$ cat config.mk
export PLATFORM = sky130hd
export DESIGN_NAME = preemptive_priority_scheduler
export DESIGN_NICKNAME = d
export VERILOG_FILES = /design/src/rtl/pps_pkg.sv /design/src/rtl/pps_cell.sv /design/src/rtl/preemptive_priority_scheduler.sv
export SDC_FILE = /design/constraint.sdc
export NUM_CORES = 2
export LEC_CHECK = 0
export BUFFER_PORTS_ARGS = -buffer_cell sky130_fd_sc_hd__buf_2
export CAP_MARGIN = 20
export CELL_PAD_IN_SITES_DETAIL_PLACEMENT = 1
export CELL_PAD_IN_SITES_GLOBAL_PLACEMENT = 1
export CORE_MARGIN = 4
export CORE_UTILIZATION = 25
export CTS_CLUSTER_SIZE = 40
export DETAILED_ROUTE_END_ITERATION = 8
export PLACE_DENSITY_LB_ADDON = 0.1
export SLEW_MARGIN = 20
export SYNTH_ARGS = -nofsm -noshare
export SYNTH_HDL_FRONTEND = slang
export SYNTH_HIERARCHICAL = 1
export SYNTH_SLANG_ARGS = --single-unit
$ cat constraint.sdc
create_clock -name clk_i -period 5.6 [get_ports clk_i]
set_input_delay 0 -clock clk_i [delete_from_list [all_inputs] [get_ports clk_i]]
set_output_delay 0 -clock clk_i [all_outputs]
set_load 0.005 [all_outputs]
$ cat src/rtl/pps_pkg.sv
`default_nettype none
// ----------------------------------------------------------------------------
// pps_pkg: shared types and constants for the preemptive priority scheduler
// Request and response payloads, operation codes and default sizes.
// ----------------------------------------------------------------------------
package pps_pkg;

  // Default sizes for the top-level parameters
  localparam int unsigned SLOT_COUNT_DEF    = 16;
  localparam int unsigned PRIORITY_BITS_DEF = 4;
  localparam int unsigned BURST_BITS_DEF    = 8;

  // Fixed payload field widths
  localparam int unsigned OP_W          = 2;
  localparam int unsigned SLOT_FIELD_W  = 4;
  localparam int unsigned TIME_W        = 16;
  localparam int unsigned PRI_FIELD_W   = 4;
  localparam int unsigned BURST_FIELD_W = 8;
  localparam int unsigned PROG_FIELD_W  = 8;

  // Operation codes; the fourth code is ignored
  localparam logic [OP_W-1:0] OP_LOAD    = 2'd0;
  localparam logic [OP_W-1:0] OP_TICK    = 2'd1;
  localparam logic [OP_W-1:0] OP_RESTART = 2'd2;

  typedef struct packed {
    logic [OP_W-1:0]          operation;
    logic [SLOT_FIELD_W-1:0]  slot_index;
    logic [TIME_W-1:0]        entry_arrival;
    logic [PRI_FIELD_W-1:0]   entry_priority;
    logic [BURST_FIELD_W-1:0] entry_burst;
  } pps_req_t;

  typedef struct packed {
    logic [SLOT_FIELD_W-1:0] served_slot;
    logic                    idle;
    logic [PROG_FIELD_W-1:0] progress;
    logic                    task_finished;
    logic                    all_finished;
    logic [TIME_W-1:0]       tick_time;
  } pps_rsp_t;

endpackage : pps_pkg
`default_nettype wire

$ cat src/rtl/pps_cell.sv
`default_nettype none
// ----------------------------------------------------------------------------
// pps_cell: one task slot of the scheduler chain
// Holds one slot's task state, folds itself into the candidate record
// coming from its left neighbor and registers the result to the right.
// ----------------------------------------------------------------------------
module pps_cell import pps_pkg::*; #(
  parameter int unsigned CELL_INDEX    = 0,
  parameter int unsigned SLOT_COUNT    = SLOT_COUNT_DEF,
  parameter int unsigned PRIORITY_BITS = PRIORITY_BITS_DEF,
  parameter int unsigned BURST_BITS    = BURST_BITS_DEF
) (
  input  wire logic clk_i,
  input  wire logic rst_ni,
  input  wire logic [
    1 + 1 + 1 + SLOT_FIELD_W + TIME_W + PRIORITY_BITS + BURST_BITS
    + 2 * $clog2(SLOT_COUNT) + TIME_W - 1:0] cmd_i,
  input  wire logic [
    1 + $clog2(SLOT_COUNT) + PRIORITY_BITS + TIME_W + 2 * BURST_BITS
    + 1 + PRIORITY_BITS + 2 * BURST_BITS + 2 - 1:0] link_i,
  output logic [
    1 + $clog2(SLOT_COUNT) + PRIORITY_BITS + TIME_W + 2 * BURST_BITS
    + 1 + PRIORITY_BITS + 2 * BURST_BITS + 2 - 1:0] link_o
);

  localparam int unsigned IDX_W = $clog2(SLOT_COUNT);
  localparam logic [BURST_BITS-1:0] BURST_MAX = '1;
  localparam logic [1:0] OPEN_MANY = 2'd2;

  // Same layout as the chain types in the top level
  typedef struct packed {
    logic                     load;
    logic                     restart;
    logic                     serve;
    logic [SLOT_FIELD_W-1:0]  load_slot;
    logic [TIME_W-1:0]        load_arr;
    logic [PRIORITY_BITS-1:0] load_pri;
    logic [BURST_BITS-1:0]    load_burst;
    logic [IDX_W-1:0]         serve_slot;
    logic [IDX_W-1:0]         held_slot;
    logic [TIME_W-1:0]        now;
  } cmd_t;

  typedef struct packed {
    logic                     valid;
    logic [IDX_W-1:0]         slot;
    logic [PRIORITY_BITS-1:0] pri;
    logic [TIME_W-1:0]        arr;
    logic [BURST_BITS-1:0]    prog;
    logic [BURST_BITS-1:0]    burst;
  } cand_t;

  typedef struct packed {
    logic                     ready;
    logic [PRIORITY_BITS-1:0] pri;
    logic [BURST_BITS-1:0]    prog;
    logic [BURST_BITS-1:0]    burst;
  } held_t;

  typedef struct packed {
    cand_t      cand;
    held_t      held;
    logic [1:0] open_cnt;
  } link_t;

  cmd_t  cmd;
  link_t link_in;
  link_t link_d, link_q;

  logic [TIME_W-1:0]        arr_q;
  logic [PRIORITY_BITS-1:0] pri_q;
  logic [BURST_BITS-1:0]    burst_q;
  logic [BURST_BITS-1:0]    prog_q;
  logic                     fin_q;

  logic                  ready;
  logic                  open;
  logic                  better;
  logic                  load_hit;
  logic                  serve_hit;
  logic [BURST_BITS-1:0] prog_inc;

  assign cmd     = cmd_i;
  assign link_in = link_i;
  assign link_o  = link_q;

  assign open  = (burst_q != '0) && !fin_q;
  assign ready = open && (arr_q <= cmd.now);

  // strictly better only, so the lower slot keeps a full tie
  assign better = ready && (!link_in.cand.valid || (pri_q < link_in.cand.pri) ||
                  ((pri_q == link_in.cand.pri) && (arr_q < link_in.cand.arr)));

  assign load_hit  = cmd.load && (32'(cmd.load_slot) == 32'(CELL_INDEX));
  assign serve_hit = cmd.serve && (cmd.serve_slot == IDX_W'(CELL_INDEX));
  assign prog_inc  = (prog_q == BURST_MAX) ? prog_q : prog_q + 1'b1;

  always_comb begin
    link_d = link_in;
    if (better) begin
      link_d.cand.valid = 1'b1;
      link_d.cand.slot  = IDX_W'(CELL_INDEX);
      link_d.cand.pri   = pri_q;
      link_d.cand.arr   = arr_q;
      link_d.cand.prog  = prog_q;
      link_d.cand.burst = burst_q;
    end
    if (cmd.held_slot == IDX_W'(CELL_INDEX)) begin
      link_d.held.ready = ready;
      link_d.held.pri   = pri_q;
      link_d.held.prog  = prog_q;
      link_d.held.burst = burst_q;
    end
    if (open && (link_in.open_cnt != OPEN_MANY)) begin
      link_d.open_cnt = link_in.open_cnt + 2'd1;
    end
  end

  always_ff @(posedge clk_i or negedge rst_ni) begin
    if (!rst_ni) begin
      link_q  <= '0;
      arr_q   <= '0;
      pri_q   <= '0;
      burst_q <= '0;
      prog_q  <= '0;
      fin_q   <= 1'b0;
    end else begin
      link_q <= link_d;
      if (cmd.restart) begin
        prog_q <= '0;
        fin_q  <= 1'b0;
      end else if (load_hit) begin
        arr_q   <= cmd.load_arr;
        pri_q   <= cmd.load_pri;
        burst_q <= cmd.load_burst;
        prog_q  <= '0;
        fin_q   <= 1'b0;
      end else if (serve_hit) begin
        prog_q <= prog_inc;
        fin_q  <= (prog_inc >= burst_q);
      end
    end
  end

endmodule : pps_cell
`default_nettype wire

$ cat src/rtl/preemptive_priority_scheduler.sv
`default_nettype none
// ----------------------------------------------------------------------------
// preemptive_priority_scheduler: task table with preemptive priority pick
// Loads task slots, restarts a run, and serves one task per tick.
// ----------------------------------------------------------------------------
// Each request is a load (write one slot: arrival, priority, burst; clears
// its progress), a restart (clear all progress, finish flags, time and the
// held task; the table stays) or a tick. A tick serves the held task unless
// a ready unfinished task of strictly lower priority value exists; with no
// task held it picks the lowest priority value, then earliest arrival, then
// lowest slot. The served task gains one unit and finishes at its burst. A
// tick returns one response; the other requests return none, and the fourth
// operation code is dropped. Loads to a slot at or above SLOT_COUNT are
// dropped. A tick walks a candidate record down the row of SLOT_COUNT slot
// cells, one cell per cycle, then commits; no new request is taken until
// the commit. The commit waits while the previous response still sits unread
// in the output register. Requests are taken while a response waits.
// ----------------------------------------------------------------------------
module preemptive_priority_scheduler import pps_pkg::*; #(
  parameter int unsigned SLOT_COUNT    = SLOT_COUNT_DEF,
  parameter int unsigned PRIORITY_BITS = PRIORITY_BITS_DEF,
  parameter int unsigned BURST_BITS    = BURST_BITS_DEF
) (
  input  wire logic     clk_i,
  input  wire logic     rst_ni,
  input  wire logic     in_valid_i,
  output logic          in_ready_o,
  input  wire pps_req_t in_req_i,
  output logic          out_valid_o,
  input  wire logic     out_ready_i,
  output pps_rsp_t      out_rsp_o
);

  localparam int unsigned IDX_W = $clog2(SLOT_COUNT);
  localparam int unsigned CNT_W = $clog2(SLOT_COUNT + 1);
  localparam logic [PRIORITY_BITS-1:0] NONE_HELD = '1;
  localparam logic [BURST_BITS-1:0]    BURST_MAX = '1;
  localparam logic [TIME_W-1:0]        TIME_MAX  = '1;

  // Broadcast to every cell
  typedef struct packed {
    logic                     load;
    logic                     restart;
    logic                     serve;
    logic [SLOT_FIELD_W-1:0]  load_slot;
    logic [TIME_W-1:0]        load_arr;
    logic [PRIORITY_BITS-1:0] load_pri;
    logic [BURST_BITS-1:0]    load_burst;
    logic [IDX_W-1:0]         serve_slot;
    logic [IDX_W-1:0]         held_slot;
    logic [TIME_W-1:0]        now;
  } cmd_t;

  // Best ready task seen so far along the row
  typedef struct packed {
    logic                     valid;
    logic [IDX_W-1:0]         slot;
    logic [PRIORITY_BITS-1:0] pri;
    logic [TIME_W-1:0]        arr;
    logic [BURST_BITS-1:0]    prog;
    logic [BURST_BITS-1:0]    burst;
  } cand_t;

  // State of the held slot, picked up when the record passes it
  typedef struct packed {
    logic                     ready;
    logic [PRIORITY_BITS-1:0] pri;
    logic [BURST_BITS-1:0]    prog;
    logic [BURST_BITS-1:0]    burst;
  } held_t;

  typedef struct packed {
    cand_t      cand;
    held_t      held;
    logic [1:0] open_cnt;   // loaded unfinished slots, saturating at two
  } link_t;

  typedef enum logic {
    ST_IDLE,
    ST_SCAN
  } state_e;

  state_e state_q;
  logic [CNT_W-1:0]         cnt_q;
  logic [TIME_W-1:0]        now_q;
  logic [IDX_W-1:0]         held_slot_q;
  logic [PRIORITY_BITS-1:0] held_pri_q;
  logic                     out_valid_q;
  pps_rsp_t                 out_q;

  cmd_t  cmd;
  link_t chain [SLOT_COUNT+1];
  link_t tail;

  logic in_acc;
  logic scan_done;
  logic commit;
  logic held_ok;
  logic pick_valid;
  logic [IDX_W-1:0]         pick_slot;
  logic [PRIORITY_BITS-1:0] pick_pri;
  logic [BURST_BITS-1:0]    pick_prog;
  logic [BURST_BITS-1:0]    pick_burst;
  logic [BURST_BITS-1:0]    new_prog;
  logic                     done;
  logic                     all_fin;

  assign in_ready_o  = (state_q == ST_IDLE);
  assign in_acc      = in_valid_i && in_ready_o;
  assign out_valid_o = out_valid_q;
  assign out_rsp_o   = out_q;

  // Tail of the row is complete once the record has crossed every cell
  assign scan_done = (state_q == ST_SCAN) && (cnt_q == CNT_W'(SLOT_COUNT));
  assign commit    = scan_done && (!out_valid_q || out_ready_i);

  // --------------------------------------------------------------------------
  // Cell row
  // --------------------------------------------------------------------------
  always_comb begin
    cmd            = '0;
    cmd.load       = in_acc && (in_req_i.operation == OP_LOAD) &&
                     (32'(in_req_i.slot_index) < 32'(SLOT_COUNT));
    cmd.restart    = in_acc && (in_req_i.operation == OP_RESTART);
    cmd.serve      = commit && pick_valid;
    cmd.load_slot  = in_req_i.slot_index;
    cmd.load_arr   = in_req_i.entry_arrival;
    cmd.load_pri   = PRIORITY_BITS'(in_req_i.entry_priority);
    cmd.load_burst = BURST_BITS'(in_req_i.entry_burst);
    cmd.serve_slot = pick_slot;
    cmd.held_slot  = held_slot_q;
    cmd.now        = now_q;
  end

  assign chain[0] = '0;

  for (genvar g = 0; g < SLOT_COUNT; g++) begin : g_cell
    pps_cell #(
      .CELL_INDEX   (g),
      .SLOT_COUNT   (SLOT_COUNT),
      .PRIORITY_BITS(PRIORITY_BITS),
      .BURST_BITS   (BURST_BITS)
    ) u_cell (
      .clk_i (clk_i),
      .rst_ni(rst_ni),
      .cmd_i (cmd),
      .link_i(chain[g]),
      .link_o(chain[g+1])
    );
  end

  assign tail = chain[SLOT_COUNT];

  // --------------------------------------------------------------------------
  // Pick: held task stays unless a strictly more urgent one is ready.
  // The row's best is the global best, so it beats the held task exactly
  // when its priority is lower.
  // --------------------------------------------------------------------------
  assign held_ok = (held_pri_q != NONE_HELD) && tail.held.ready;

  always_comb begin
    if (held_ok && !(tail.cand.valid && (tail.cand.pri < held_pri_q))) begin
      pick_valid = 1'b1;
      pick_slot  = held_slot_q;
      pick_pri   = tail.held.pri;
      pick_prog  = tail.held.prog;
      pick_burst = tail.held.burst;
    end else begin
      pick_valid = tail.cand.valid;
      pick_slot  = tail.cand.slot;
      pick_pri   = tail.cand.pri;
      pick_prog  = tail.cand.prog;
      pick_burst = tail.cand.burst;
    end
  end

  assign new_prog = (pick_prog == BURST_MAX) ? pick_prog : pick_prog + 1'b1;
  assign done     = pick_valid && (new_prog >= pick_burst);
  // the picked slot was open, so all done only if it was the last one
  assign all_fin  = pick_valid ? (done && (tail.open_cnt == 2'd1))
                               : (tail.open_cnt == 2'd0);

  // --------------------------------------------------------------------------
  // Control and response register
  // --------------------------------------------------------------------------
  always_ff @(posedge clk_i or negedge rst_ni) begin
    if (!rst_ni) begin
      state_q     <= ST_IDLE;
      cnt_q       <= '0;
      now_q       <= '0;
      held_slot_q <= '0;
      held_pri_q  <= NONE_HELD;
      out_valid_q <= 1'b0;
      out_q       <= '0;
    end else begin
      // a commit in the same cycle refills the register instead
      if (out_valid_q && out_ready_i && !commit) begin
        out_valid_q <= 1'b0;
      end
      unique case (state_q)
        ST_IDLE: begin
          cnt_q <= '0;
          if (cmd.restart) begin
            now_q       <= '0;
            held_slot_q <= '0;
            held_pri_q  <= NONE_HELD;
          end
          if (in_acc && (in_req_i.operation == OP_TICK)) begin
            state_q <= ST_SCAN;
          end
        end
        ST_SCAN: begin
          if (!scan_done) begin
            cnt_q <= cnt_q + 1'b1;
          end
          if (commit) begin
            state_q                 <= ST_IDLE;
            out_valid_q             <= 1'b1;
            out_q.served_slot       <= pick_valid ? SLOT_FIELD_W'(pick_slot) : '0;
            out_q.idle              <= !pick_valid;
            out_q.progress          <= pick_valid ? PROG_FIELD_W'(new_prog) : '0;
            out_q.task_finished     <= done;
            out_q.all_finished      <= all_fin;
            out_q.tick_time         <= now_q;
            if (now_q != TIME_MAX) begin
              now_q <= now_q + 1'b1;
            end
            if (pick_valid) begin
              if (done) begin
                held_pri_q <= NONE_HELD;
              end else begin
                held_slot_q <= pick_slot;
                held_pri_q  <= pick_pri;
              end
            end
          end
        end
        default: state_q <= ST_IDLE;
      endcase
    end
  end

endmodule : preemptive_priority_scheduler
`default_nettype wire

==> flow_summary_export.csv <==
group,metric,value,unit
clock_network,insertion_delay,0.85,ns
sta,finalCritPeriodShare,84.8,%
clock_network,htreeDepth,4,
sta,final_hold_viol_count,0,
setup_path,r2r_end,"held_slot_q[3]",
global_route,grt_usage,13.8,%
setup_path,startpoint_type,"flop",
layout,final_core_util,28.9,%
route,drc,0,
setup_path,cp_common_cell,"ha_1",
sta,finalSetupTns,0,ns
route,drt-met1-wl,114,mm
place,place_ws,0.816,ns
sta,report.final.slew_viol_count,0,
route,top_layer,"met4",
clock_network,cts_resized,0,
worst_hold_path,hp-start,"in_req_i[28]",
route,ant_nets,0,
sta,worst_slack,0.849,ns
floorplanning,design.core.area,343000,um2
route,drtPass1Iterations,5,
floorplanning,die_h,595,um
sta,max_freq,210,MHz
setup_path,endpoint_kind,"flop",
layout,nNetsFinal,8273,
clock_network,cts.sinks,1662,
clock_network,holdBufCountCts,39,
clock_network,cts_buffers,207,
worst_hold_path,whs_endpoint,"g_cell[15].u_cell/burst_q[1]",
setup_path,reg2reg_depth,19,
setup_path,slowest_stage,"dfstp_2",
floorplanning,die_w,595,um
clock_network,post-cts-setup-buffer-count,0,
global_route,grt_first_pass_wirelength,378,mm
logic_synthesis,yosys_warnings,6,
route,vias,52900,
route,drt_wl_total,245,mm
setup_path,crit_type,"flop to flop",
floorplanning,fp.dieArea,354000,um2
sta,slew_headroom,30.4,%
setup_path,crit_arrival,5.49,ns
global_route,overflow,0,
place,port_buffers,70,
logic_synthesis,synth.avg_cell_area,12.0,um2
place,dp_hpwl,187,mm
worst_hold_path,min_path_type,"input port to flop",
route,wl_per_cell,20.1,um
run,cap_violations,0,
floorplanning,pin_count,71,
global_route,grt_pass1_vias,58700,
setup_path,r2r-start,"held_pri_q[2]",
clock_network,root_buffer,"clkbuf_16",
route,drt_iter0_markers,1776,
logic_synthesis,syn_inst,7180,
setup_path,cp_max_fo,10,
sta,fin_crit,4.75,ns
global_route,antenna_found_initial,7,
power,cellPowerDensity,455,nW/um2
route,wl_met3,5.65,mm
global_route,grt_max_degree,160,
setup_path,critPathMaxStageDelay,0.54,ns
sta,rsz0062_at_grt,"false",
place,gp_congestion,0.768,
route,viasPerCell,4.33,
clock_network,clk_pin_slew,0.06,ns
clock_network,clockBufferDepth,4,
layout,stdcell_area,99100,um2
status,outcome,"finished, final reports clean",
layout,drive_gt1_share,23.0,%
place,place_area,92000,um2
logic_synthesis,syn_area,86000,um2
setup_path,rrSetupSlack,0.85,ns
sta,skew,0.0338,ns
setup_path,path_cells,"inv_1, ha_1, o21a_1, o211ai_1, a21oi_4, mux2_2, ha_1, and4_1, nand4_1, mux2i_1, and3b_1, nor2_1, ha_1, a21o_1, a21oi_1, o21ai_1, a31oi_1, o31ai_1, a22o_1",
route,met2_length,119,mm
floorplanning,start_util,25.1,%
worst_hold_path,holdPathStages,4,
power,p_leak,46.7,nW
setup_path,required,6.34,ns
layout,area_growth,15.2,%
floorplanning,num_rows,215,
power,power,45.1,mW
clock_network,cts_tree,"yes",
sta,worst_pin_slew,1.04,ns
power,ir_drop,0.250,mV
sta,setup_viol,0,
[power breakdown]
part | internal (mW) | switching [mW] | leakage (nW)
registers | 15.2 | 1.64 | 20.8
logic | 7.22 | 7.64 | 22.6
clock network | 8.03 | 5.37 | 3.33
[state kept, by name (all words and copies together) (netlist names)]
signal	cells
out_rsp_o	31
g_cell.u_cell/prog_q	128
g_cell.u_cell/arr_q	256
cnt_q	5
held_slot_q	4
g_cell.u_cell/burst_q	128
g_cell.u_cell/pri_q	64
now_q	16
g_cell.u_cell/fin_q	16
out_valid_o	1
g_cell.u_cell/link_o	1008
held_pri_q	4
state_q	1
[layout make-up]
class                      count  area, um2
inverter                     736       2760
multi-input combinational   4654      40400
fill                       37700     244000
antenna                       11       27.5
clock buffer                 309       6060
clock inverter                57        663
timing repair buffer         239       1920
tap                         4557       5700
sequential                  1662      41600
[worst max-delay path by stage]
| stage | from | slack, ns | endpoint |
|---|---|---|---|
| floorplan | held_pri_q[3] | 1.37 | held_slot_q[3] |
| global placement | held_pri_q[2] | 0.85 | held_slot_q[3] |
| detailed placement | held_pri_q[2] | 0.82 | held_slot_q[3] |
| CTS | held_pri_q[2] | 0.80 | held_slot_q[3] |
| global route | held_pri_q[2] | 0.50 | out_rsp_o[17] |
| finish | held_pri_q[2] | 0.85 | held_slot_q[3] |
[routing by layer]
metal / global-route usage, % / vias up
met5: 0 / -
met4: 3.89 / 0
met3: 1.65 / 339
met2: 23.7 / 496
met1: 18.1 / 26600
li1: - / 25500
[placed cells by master, fill, tap and decap left out, drive strengths merged, types with 45 or more instances in the layout]
| cell type | instances |
|---|---|
| inv | 736 |
| xor2 | 79 |
| xnor2 | 46 |
| nand2b | 45 |
| or2 | 50 |
| o21ai | 287 |
| nor2 | 332 |
| nand3 | 117 |
| mux2i | 86 |
| dfrtp | 1658 |
| nand4 | 147 |
| nor2b | 80 |
| conb | 87 |
| ha | 735 |
| mux2 | 1196 |
| nor3 | 70 |
| o21a | 53 |
| a21o | 85 |
| a21oi | 289 |
| buf | 201 |
| nand2 | 479 |
| clkbuf | 309 |
[worst max-delay path, delay by kind of cell, from the launching register on]
kind / cells / cell delay, ns
adder cells (fa/ha/maj): 3 / 0.89
buffers and inverters: 1 / 0.05
flip-flops: 1 / 0.54
AO/OA/AOI/OAI: 9 / 1.71
AND/OR/NAND/NOR: 4 / 0.91
multiplexers: 2 / 0.54
[metrics by stage]
stage | instances | hold WS, ns
final | 12200 | 0.127
after floorplan | 7266 | -0.296
after global routing | 12200 | 0.110
after global placement | 11800 | 0.0409
after CTS | 12200 | 0.0366
after detailed placement | 11800 | 0.0417
(Power assumes the default switching activity.)
